File: config.mk
export PLATFORM = sky130hd
export DESIGN_NAME = throttled_can_rx_mailbox_unit
export DESIGN_NICKNAME = d
export VERILOG_FILES = /design/src/rtl/tcrm_pkg.sv /design/src/rtl/tcrm_ctrl.sv /design/src/rtl/tcrm_dp.sv /design/src/rtl/throttled_can_rx_mailbox_unit.sv
export SDC_FILE = /design/constraint.sdc
export NUM_CORES = 2
export LEC_CHECK = 0
export BUFFER_PORTS_ARGS = -buffer_cell sky130_fd_sc_hd__buf_2
export CAP_MARGIN = 20
export CORE_UTILIZATION = 32
export CTS_CLUSTER_SIZE = 8
export DETAILED_ROUTE_END_ITERATION = 8
export PLACE_DENSITY = 0.46
export SYNTH_ARGS = -nofsm -noshare
export SYNTH_HDL_FRONTEND = slang
export SYNTH_SLANG_ARGS = --single-unit
File: constraint.sdc
create_clock -name clk -period 23.5 [get_ports clk]
set_clock_uncertainty 0.2 [all_clocks]
set_input_delay 4.7 -clock clk [delete_from_list [all_inputs] [get_ports clk]]
set_output_delay 4.7 -clock clk [all_outputs]
set_load 0.01 [all_outputs]
File: src/rtl/tcrm_pkg.sv
// shared types, codes and constants of the throttled can receive mailbox
`default_nettype none

package tcrm_pkg;

	localparam int SLOTS_DEF = 16;

	// stream word layouts
	localparam int IN_TDATA_W  = 112;
	localparam int OUT_TDATA_W = 136;
	localparam int IN_TUSER_W  = 1;
	localparam int OUT_TUSER_W = 2;
	localparam int OUT_ACC_BIT = 0;
	localparam int OUT_ID_LO   = 1;
	localparam int OUT_ID_HI   = 11;

	// item kinds on the output stream
	localparam logic [1:0] KIND_ACK    = 2'd0;
	localparam logic [1:0] KIND_FRAME  = 2'd1;
	localparam logic [1:0] KIND_STATUS = 2'd2;

	// request kinds on the input stream
	localparam logic REQ_FRAME = 1'b0;
	localparam logic REQ_POLL  = 1'b1;

	// register map, word index
	localparam int         APB_AW          = 4;
	localparam logic [1:0] REG_ID_BASE     = 2'd0;
	localparam logic [1:0] REG_ID_COUNT    = 2'd1;
	localparam logic [1:0] REG_THROTTLE_MS = 2'd2;
	localparam logic [1:0] REG_SILENCE_MS  = 2'd3;

	localparam logic [10:0] ID_BASE_RST     = 11'd508;
	localparam logic [4:0]  ID_COUNT_RST    = 5'd12;
	localparam logic [15:0] THROTTLE_MS_RST = 16'd10;
	localparam logic [15:0] SILENCE_MS_RST  = 16'd1000;

	typedef enum logic [2:0] {
		ST_IDLE,
		ST_FRAME_RD,
		ST_FRAME_CHK,
		ST_POLL,
		ST_DRAIN_RD,
		ST_DRAIN_OUT,
		ST_STATUS
	} state_t;

	typedef struct packed {
		logic capture;
		logic ack_emit;
		logic poll_upd;
		logic scan_clr;
		logic scan_inc;
		logic drain_rd;
		logic drain_emit;
		logic status_emit;
	} cmd_t;

	typedef struct packed {
		logic pending_nz;
		logic cur_valid;
		logic scan_last;
		logic out_free;
	} sts_t;

	typedef struct packed {
		logic [1:0]  kind;
		logic        accepted;
		logic [10:0] id;
		logic [3:0]  len;
		logic [63:0] data;
		logic        link;
		logic [31:0] total;
		logic [15:0] missed;
		logic        last;
	} out_item_t;

	typedef struct packed {
		logic [10:0] id;
		logic [3:0]  len;
		logic [63:0] data;
	} slot_t;

endpackage

`default_nettype wire

File: src/rtl/tcrm_ctrl.sv
// sequencer for frame handling, poll decision and mailbox drain
`default_nettype none

module tcrm_ctrl import tcrm_pkg::*; (
	input  wire logic                  clk,
	input  wire logic                  arst_n,
	input  wire logic                  in_valid,
	input  wire logic [IN_TUSER_W-1:0] in_kind,
	output logic                       in_ready,
	input  wire sts_t                  sts,
	output cmd_t                       cmd
);

	state_t state_q, state_nxt;

	always_ff @(posedge clk or negedge arst_n) begin
		if (!arst_n) begin
			state_q <= ST_IDLE;
		end else begin
			state_q <= state_nxt;
		end
	end

	always_comb begin
		state_nxt = state_q;
		unique case (state_q)
			ST_IDLE: begin
				if (in_valid) begin
					state_nxt = (in_kind == REQ_POLL) ? ST_POLL : ST_FRAME_RD;
				end
			end
			ST_FRAME_RD: state_nxt = ST_FRAME_CHK;
			ST_FRAME_CHK: begin
				if (sts.out_free) begin
					state_nxt = ST_IDLE;
				end
			end
			ST_POLL: state_nxt = sts.pending_nz ? ST_DRAIN_RD : ST_STATUS;
			ST_DRAIN_RD: begin
				if (sts.cur_valid) begin
					state_nxt = ST_DRAIN_OUT;
				end else if (sts.scan_last) begin
					state_nxt = ST_STATUS;
				end
			end
			ST_DRAIN_OUT: begin
				if (sts.out_free) begin
					state_nxt = sts.scan_last ? ST_STATUS : ST_DRAIN_RD;
				end
			end
			ST_STATUS: begin
				if (sts.out_free) begin
					state_nxt = ST_IDLE;
				end
			end
			default: state_nxt = ST_IDLE;
		endcase
	end

	always_comb begin
		cmd      = '0;
		in_ready = 1'b0;
		unique case (state_q)
			ST_IDLE: begin
				in_ready    = 1'b1;
				cmd.capture = in_valid;
			end
			ST_FRAME_RD: ;
			ST_FRAME_CHK: cmd.ack_emit = sts.out_free;
			ST_POLL: begin
				cmd.poll_upd = 1'b1;
				cmd.scan_clr = 1'b1;
			end
			ST_DRAIN_RD: begin
				cmd.drain_rd = sts.cur_valid;
				cmd.scan_inc = !sts.cur_valid && !sts.scan_last;
			end
			ST_DRAIN_OUT: begin
				cmd.drain_emit = sts.out_free;
				cmd.scan_inc   = sts.out_free && !sts.scan_last;
			end
			ST_STATUS: cmd.status_emit = sts.out_free;
			default: ;
		endcase
	end

endmodule

`default_nettype wire

File: src/rtl/tcrm_dp.sv
// mailbox datapath: slot memories, throttle and silence timing, counters, output register
`default_nettype none

module tcrm_dp import tcrm_pkg::*; #(
	parameter int SLOTS = SLOTS_DEF
) (
	input  wire logic                   clk,
	input  wire logic                   arst_n,
	input  wire cmd_t                   cmd,
	output sts_t                        sts,
	input  wire logic [10:0]            id_base,
	input  wire logic [4:0]             id_count,
	input  wire logic [15:0]            throttle_ms,
	input  wire logic [15:0]            silence_ms,
	input  wire logic [IN_TDATA_W-1:0]  in_data,
	input  wire logic                   out_ready,
	output logic                        out_valid,
	output logic [OUT_TDATA_W-1:0]      out_data,
	output logic [OUT_TUSER_W-1:0]      out_kind,
	output logic                        out_last
);

	localparam int IW = (SLOTS > 1) ? $clog2(SLOTS) : 1;

	// captured request
	logic [10:0] fid_q;
	logic [3:0]  flen_q;
	logic [63:0] fdata_q;
	logic [31:0] now_q;

	// mailbox storage
	slot_t       slot_mem [SLOTS];
	logic [31:0] time_mem [SLOTS];
	logic [SLOTS-1:0] valid_q;
	logic [SLOTS-1:0] time_set_q;

	// status and counters
	logic [7:0]  pending_q;
	logic [31:0] total_q;
	logic [15:0] missed_q;
	logic [31:0] last_poll_q;
	logic        silent_q;
	logic [IW-1:0] scan_q;

	logic          hit_s1;
	logic [IW-1:0] idx_s1;
	logic [31:0]   time_rd_s1;
	logic          time_set_s1;
	slot_t         slot_rd_s1;

	out_item_t out_q;
	logic      out_valid_q;

	logic [11:0]   off_w;
	logic [10:0]   cnt_w;
	logic          hit_w;
	logic [IW-1:0] idx_w;
	logic [31:0]   since_w;
	logic          pass_w;
	logic [31:0]   quiet_w;
	logic          load_w;

	always_ff @(posedge clk) begin
		if (cmd.capture) begin
			fid_q   <= in_data[10:0];
			flen_q  <= in_data[14:11];
			fdata_q <= in_data[78:15];
			now_q   <= in_data[110:79];
		end
	end

	// window test against the identifier range, clipped to the slot count
	always_comb begin
		off_w = {1'b0, fid_q} - {1'b0, id_base};
		cnt_w = (11'(id_count) > 11'(SLOTS)) ? 11'(SLOTS) : 11'(id_count);
		hit_w = !off_w[11] && (off_w[10:0] < cnt_w);
		idx_w = off_w[IW-1:0];
	end

	always_ff @(posedge clk) begin
		hit_s1      <= hit_w;
		idx_s1      <= idx_w;
		time_rd_s1  <= time_mem[idx_w];
		time_set_s1 <= time_set_q[idx_w];
		if (cmd.drain_rd) begin
			slot_rd_s1 <= slot_mem[scan_q];
		end
	end

	// a slot never stored compares against time zero
	assign since_w = now_q - (time_set_s1 ? time_rd_s1 : 32'd0);
	assign pass_w  = hit_s1 && (since_w > {16'd0, throttle_ms});
	assign quiet_w = now_q - last_poll_q;

	always_ff @(posedge clk) begin
		if (cmd.ack_emit && pass_w) begin
			time_mem[idx_s1] <= now_q;
			slot_mem[idx_s1] <= '{id: fid_q, len: flen_q, data: fdata_q};
		end
	end

	always_ff @(posedge clk or negedge arst_n) begin
		if (!arst_n) begin
			valid_q    <= '0;
			time_set_q <= '0;
		end else begin
			if (cmd.ack_emit && pass_w) begin
				valid_q[idx_s1]    <= 1'b1;
				time_set_q[idx_s1] <= 1'b1;
			end
			if (cmd.drain_emit) begin
				valid_q[scan_q] <= 1'b0;
			end
		end
	end

	always_ff @(posedge clk or negedge arst_n) begin
		if (!arst_n) begin
			pending_q   <= '0;
			total_q     <= '0;
			missed_q    <= '0;
			last_poll_q <= '0;
			silent_q    <= 1'b0;
		end else if (cmd.ack_emit && pass_w) begin
			if (pending_q != 8'hFF) begin
				pending_q <= pending_q + 8'd1;
			end
		end else if (cmd.poll_upd) begin
			if (pending_q != 8'd0) begin
				total_q     <= total_q + {24'd0, pending_q};
				missed_q    <= '0;
				silent_q    <= 1'b0;
				pending_q   <= '0;
				last_poll_q <= now_q;
			end else if (quiet_w > {16'd0, silence_ms}) begin
				silent_q    <= 1'b1;
				last_poll_q <= now_q;
				if (missed_q != 16'hFFFF) begin
					missed_q <= missed_q + 16'd1;
				end
			end
		end
	end

	always_ff @(posedge clk or negedge arst_n) begin
		if (!arst_n) begin
			scan_q <= '0;
		end else if (cmd.scan_clr) begin
			scan_q <= '0;
		end else if (cmd.scan_inc) begin
			scan_q <= scan_q + IW'(1);
		end
	end

	assign load_w = cmd.ack_emit || cmd.drain_emit || cmd.status_emit;

	always_ff @(posedge clk or negedge arst_n) begin
		if (!arst_n) begin
			out_valid_q <= 1'b0;
		end else if (load_w) begin
			out_valid_q <= 1'b1;
		end else if (out_ready) begin
			out_valid_q <= 1'b0;
		end
	end

	always_ff @(posedge clk) begin
		if (load_w) begin
			out_q.kind     <= cmd.ack_emit ? KIND_ACK :
				(cmd.drain_emit ? KIND_FRAME : KIND_STATUS);
			out_q.accepted <= cmd.ack_emit && pass_w;
			out_q.id       <= cmd.drain_emit ? slot_rd_s1.id : 11'd0;
			out_q.len      <= cmd.drain_emit ? slot_rd_s1.len : 4'd0;
			out_q.data     <= cmd.drain_emit ? slot_rd_s1.data : 64'd0;
			out_q.link     <= silent_q;
			out_q.total    <= total_q;
			out_q.missed   <= missed_q;
			out_q.last     <= !cmd.drain_emit;
		end
	end

	assign sts.pending_nz = (pending_q != 8'd0);
	assign sts.cur_valid  = valid_q[scan_q];
	assign sts.scan_last  = (scan_q == IW'(SLOTS - 1));
	assign sts.out_free   = !out_valid_q || out_ready;

	assign out_valid = out_valid_q;
	assign out_kind  = out_q.kind;
	assign out_last  = out_q.last;
	assign out_data  = {7'd0, out_q.missed, out_q.total, out_q.link, out_q.data,
		out_q.len, out_q.id, out_q.accepted};

endmodule

`default_nettype wire

File: src/rtl/throttled_can_rx_mailbox_unit.sv
// top level: register port, sequencer and mailbox datapath
`default_nettype none

// Receive mailbox with one slot per CAN identifier in the window id_base to
// id_base+id_count-1, with id_count clipped to SLOTS, and a per-slot rate
// limit of throttle_ms. A frame word (tuser 0) passes through a slot read and
// a check step and returns one acknowledge word whose accepted bit tells
// whether it was stored; the slot time memory read and the compare that follows
// set that bit. A poll word (tuser 1) with nothing pending returns only a status
// word; with frames pending the drain steps through all SLOTS slots of the slot
// memory one entry at a time and returns each stored frame in identifier order,
// then a status word marked by tlast.
// A new input word is taken only after the previous one has produced all its
// result words into the output register. Registers are written over the APB
// port at byte addresses 0, 4, 8 and 12 and should be changed only when idle.

module throttled_can_rx_mailbox_unit import tcrm_pkg::*; #(
	parameter int SLOTS = SLOTS_DEF
) (
	input  wire logic                   clk,
	input  wire logic                   arst_n,
	// apb register port
	input  wire logic                   psel,
	input  wire logic                   penable,
	input  wire logic                   pwrite,
	input  wire logic [APB_AW-1:0]      paddr,
	input  wire logic [31:0]            pwdata,
	output logic [31:0]                 prdata,
	output logic                        pready,
	// request stream
	input  wire logic                   s_axis_tvalid,
	output logic                        s_axis_tready,
	// frame_id, frame_len, frame_data, now_ms, zero fill
	input  wire logic [IN_TDATA_W-1:0]  s_axis_tdata,
	// req_type
	input  wire logic [IN_TUSER_W-1:0]  s_axis_tuser,
	// result stream
	output logic                        m_axis_tvalid,
	input  wire logic                   m_axis_tready,
	// accepted, out_id, out_len, out_data, link_status, message_total,
	// missed_polls, zero fill
	output logic [OUT_TDATA_W-1:0]      m_axis_tdata,
	// item_kind
	output logic [OUT_TUSER_W-1:0]      m_axis_tuser,
	output logic                        m_axis_tlast
);

	logic [10:0] id_base_q;
	logic [4:0]  id_count_q;
	logic [15:0] throttle_q;
	logic [15:0] silence_q;
	logic        wr_w;
	logic [1:0]  reg_sel_w;
	cmd_t        cmd;
	sts_t        sts;

	assign pready    = 1'b1;
	assign wr_w      = psel && penable && pwrite && pready;
	assign reg_sel_w = paddr[3:2];

	always_ff @(posedge clk or negedge arst_n) begin
		if (!arst_n) begin
			id_base_q  <= ID_BASE_RST;
			id_count_q <= ID_COUNT_RST;
			throttle_q <= THROTTLE_MS_RST;
			silence_q  <= SILENCE_MS_RST;
		end else if (wr_w) begin
			unique case (reg_sel_w)
				REG_ID_BASE:     id_base_q  <= pwdata[10:0];
				REG_ID_COUNT:    id_count_q <= pwdata[4:0];
				REG_THROTTLE_MS: throttle_q <= pwdata[15:0];
				REG_SILENCE_MS:  silence_q  <= pwdata[15:0];
				default: ;
			endcase
		end
	end

	always_comb begin
		unique case (reg_sel_w)
			REG_ID_BASE:     prdata = {21'd0, id_base_q};
			REG_ID_COUNT:    prdata = {27'd0, id_count_q};
			REG_THROTTLE_MS: prdata = {16'd0, throttle_q};
			REG_SILENCE_MS:  prdata = {16'd0, silence_q};
			default:         prdata = '0;
		endcase
	end

	tcrm_ctrl u_ctrl (
		.clk      (clk),
		.arst_n   (arst_n),
		.in_valid (s_axis_tvalid),
		.in_kind  (s_axis_tuser),
		.in_ready (s_axis_tready),
		.sts      (sts),
		.cmd      (cmd)
	);

	tcrm_dp #(
		.SLOTS (SLOTS)
	) u_dp (
		.clk         (clk),
		.arst_n      (arst_n),
		.cmd         (cmd),
		.sts         (sts),
		.id_base     (id_base_q),
		.id_count    (id_count_q),
		.throttle_ms (throttle_q),
		.silence_ms  (silence_q),
		.in_data     (s_axis_tdata),
		.out_ready   (m_axis_tready),
		.out_valid   (m_axis_tvalid),
		.out_data    (m_axis_tdata),
		.out_kind    (m_axis_tuser),
		.out_last    (m_axis_tlast)
	);

endmodule

`default_nettype wire

==> flow_summary_export.csv <==
group,metric,value,unit
global_route,antenna_violations_before_repair,13,
status,run_status,"finished clean",
final_layout,multi_input_comb_area,22200,sq um
worst_setup_path,crit_path_category,"input pin to output pin",
power_and_ir_drop,vdd_ir_drop_max,90.60,uV
global_route,maximum_number_of_pins_on_one_net_before_global_route_repair,120,
synth,ys.warnings.count,0,
final_layout,layout-area-overhead-vs-synth,17.11,%
synth,synth_top_cell_area_share,68.81,%
synth,synthesis.area_per_instance,19.94,sq um
detailed_routing,vias,45674,
timing,slew-limit-headroom,28.53,%
detailed_routing,drcViolationCount,0,
final_layout,num-fill-cells,26002,
timing,post-route-min-period,10.92,ns
final_layout,drive_gt1_share,26.99,%
final_layout,postLayoutCoreUtil,37.63,%
global_route,grt_first_pass_wirelength,347500,um
worst_setup_path,endpoint_kind,"output pin",
floorplan,die_w,536.9,um
timing,fin_setup_tns,0,ns
timing,fmaxAchievable,91.60,MHz
cts,cts-root-to-sink-buffers,4,
worst_setup_path,path_common_cell,"buf_2",
timing,finalHoldViolCount,0,
cts,clkLatencyLatePin,0.87,ns
detailed_routing,drt-wirelength-per-cell,26.82,um
floorplan,core_area,285000,sq um
cts,path_clk_slew,0.05,ns
worst_setup_path,critical_path.reg2reg.endpoint,"u_dp.time_mem[7][30]",
synth,count_of_unique_library_cells_instantiated_by_yosys,86,
global_route,globalRoute.totalOverflow,0,
floorplan,ioPinCount,330,
placement,placement.cell_area,98010,sq um
worst_setup_path,crit_arrival,6.02,ns
synth,ys_seq_area_share,74.50,%
cts,post_cts_resize_count,0,
synth,flip_flop_and_latch_count_after_synthesis,2313,
cts,cts_inserted_buffers,333,
worst_setup_path,path_cells,"buf_2 > mux4_2 > buf_2",
worst_setup_path,number_of_cells_traversed_by_the_worst_register_to_register_path,25,
placement,routabilityCongestion,0.8023,
timing,timing_max_transition_violations_final,0,
global_route,via_count_of_the_first_global_routing_pass,48344,
synth,synth_largest_area_cell,"edfxtp_1",
worst_hold_path,hold-path-cell-count,1,
detailed_routing,first_pass_iters,5,
timing,worst_margin_pin_slew,1.072,ns
synth,synthTopCellsByArea,"edfxtp_1, mux4_2, dfrtp_1, ha_1, nand2_1",
detailed_routing,route.final.wire_length,241000,um
synth,async_reset_ff_share,7.652,%
power_and_ir_drop,cell_leakage_power,35.63,nW
timing,fin_crit_sh,46.45,%
detailed_routing,detail_route.iter0.violations,3784,
detailed_routing,drt-vias-per-instance,5.083,
synth,post_synth_inst_count,4592,
worst_setup_path,critical_path.max_fanout,20,
synth,synth-main-ff-cell,"edfxtp_1",
worst_setup_path,worstPathRequired,18.60,ns
worst_setup_path,critical-path-max-stage-delay,0.64,ns
power_and_ir_drop,cellPowerDensity,117.5,nW/um^2
worst_hold_path,worst_hold_startpoint,"u_dp.time_set_q[3]",
timing,grt_setup_unrepaired,"false",
run,maxCapViolCount,0,
floorplan,dieArea,288300,sq um
final_layout,finalNetCount,5388,
worst_setup_path,slowest_cp_cell,"mux4_2",
placement,dp_hpwl,126800,um
floorplan,floorplan.initialDensity,32.13,%
cts,clkSinkCount,2313,
timing,setup_viol,0,
placement,io_buffers,286,
worst_setup_path,timing.critical_path.from_type,"input pin",
detailed_routing,route.antenna.remaining_nets,0,
worst_hold_path,hold-path-endpoint,"u_dp.time_set_q[3]",
cts,cts_hold_buffers,0,
global_route,total_global_routing_track_utilization,16.65,%
cts,cts_tree,"done",
floorplan,row_count,196,
power_and_ir_drop,totalPowerFinal,0.01259,W
cts,cts-root-buf,"clkbuf_16",
final_layout,register_area,68230,sq um
synth,synth_edf_count,2098,
synth,mapped_area,91560,sq um
cts,cts_htree_levels,5,
worst_setup_path,worstReg2RegStart,"u_dp.now_q[0]",
worst_setup_path,register_to_register_setup_slack,16.10,ns
final_layout,design_area,107200,sq um
floorplan,chipHeight,536.9,um
worst_hold_path,min_delay_worst_type,"flip-flop to flip-flop",
cts,cts_post_setup_buffers_inserted,0,
-- metrics by stage --
stage | setup WS, ns | instances | hold slack [ns]
finish | 12.58 | 8985 | 0.2670
CTS | 12.57 | 8979 | 0.2655
floorplan | 9.958 | 4614 | 0.2186
global placement | 12.58 | 8528 | 0.2298
detailed placement | 12.57 | 8529 | 0.2580
global route | 12.54 | 8981 | 0.2792
-- critical path, delay by kind of cell --
kind,cells,cell delay [ns]
buffers and inverters,2,0.65
muxes,1,0.64
-- worst max-delay path by stage --
stage / from / endpoint / slack (ns) / cells after the start
after global routing: paddr[2] / prdata[0] / 12.54 / 3
after CTS: paddr[2] / prdata[0] / 12.57 / 3
after floorplan: m_axis_tready / u_dp.slot_mem[12][0] / 9.96 / 4
after global placement: paddr[2] / prdata[0] / 12.58 / 3
final: paddr[2] / prdata[0] / 12.58 / 3
after detailed placement: paddr[2] / prdata[0] / 12.57 / 3
-- cells in the final DEF, fill, tap and decap left out, types with 17 or more instances in the layout --
master,instances
a21o_1,37
inv_1,122
ha_1,125
nand4_1,33
nand2_1,223
buf_2,285
mux4_2,570
dfrtp_1,156
a21oi_1,103
nor2_1,94
mux2_2,24
mux2i_1,20
nand2b_1,17
o21ai_1,35
nand3_1,48
dfxtp_1,38
o21ai_0,97
xor2_1,31
clkbuf_16,340
o21bai_1,21
buf_4,84
nor3_1,23
dfstp_2,17
clkbuf_1,86
and3_1,102
edfxtp_1,2098
xnor2_1,52
conb_1,24
mux2_1,30
-- kinds of logic after synthesis --
kind of cell / share of synthesized area (%)
XOR/XNOR: 0.8131
flip-flops: 74.50
other: 0.008202
adder cells (fa/ha/maj): 1.809
multiplexers: 14.90
AND/OR/NAND/NOR: 3.494
buffers and inverters: 1.589
AO/OA/AOI/OAI: 2.882
-- area by class of cell --
cell class,instances,share of cell area [%]
sequential,2313,63.63
tap,3762,4.390
clock inverter,21,0.3057
clock buffer,429,8.274
antenna,6,0.01400
inverter,123,0.4306
timing repair buffer,387,2.256
multi-input combinational,1944,20.70
-- per-layer routing --
layer	vias to the layer above	global-route usage (%)	wire (um)
met5	-	0	0
met4	0	4.586	5819
met3	372	2.149	10020
met2	1150	26.63	113100
met1	24486	23.83	112000
li1	19666	-	-
-- Yosys cell counts (all sizes together) (8+ instances only) --
cell,n
edfxtp,2098
dfxtp,38
o31ai,12
or3,10
nor3,29
clkbuf,142
buf,92
inv,123
nand4,33
o21ai,132
nand2,225
nor4,13
nand2b,18
or4,8
o2111ai,9
dfrtp,160
nor2,106
nor2b,14
nand3,48
mux2,54
o21a,15
mux2i,20
xor2,33
mux4,570
o21bai,21
ha,126
xnor2,52
and4,8
a211oi,9
dfstp,17
and2,14
a21o,37
a21oi,105
and3,103
a31oi,12
-- flip-flops by register name (all words and copies together) (netlist names), 64 cells and up --
register	count
u_dp.time_mem	512
u_dp.out_data	129
u_dp.slot_rd_s1	79
u_dp.fdata_q	64
u_dp.slot_mem	1264
-- power by group --
part,internal [W],leakage (nW),switching (W)
Combinational,0.00137,9.61,0.00166
Clock,0.00261,4.46,0.00170
Sequential,0.00496,21.6,0.000280
Total,0.00895,35.6,0.00364
Power figures use the tool's default switching activity.
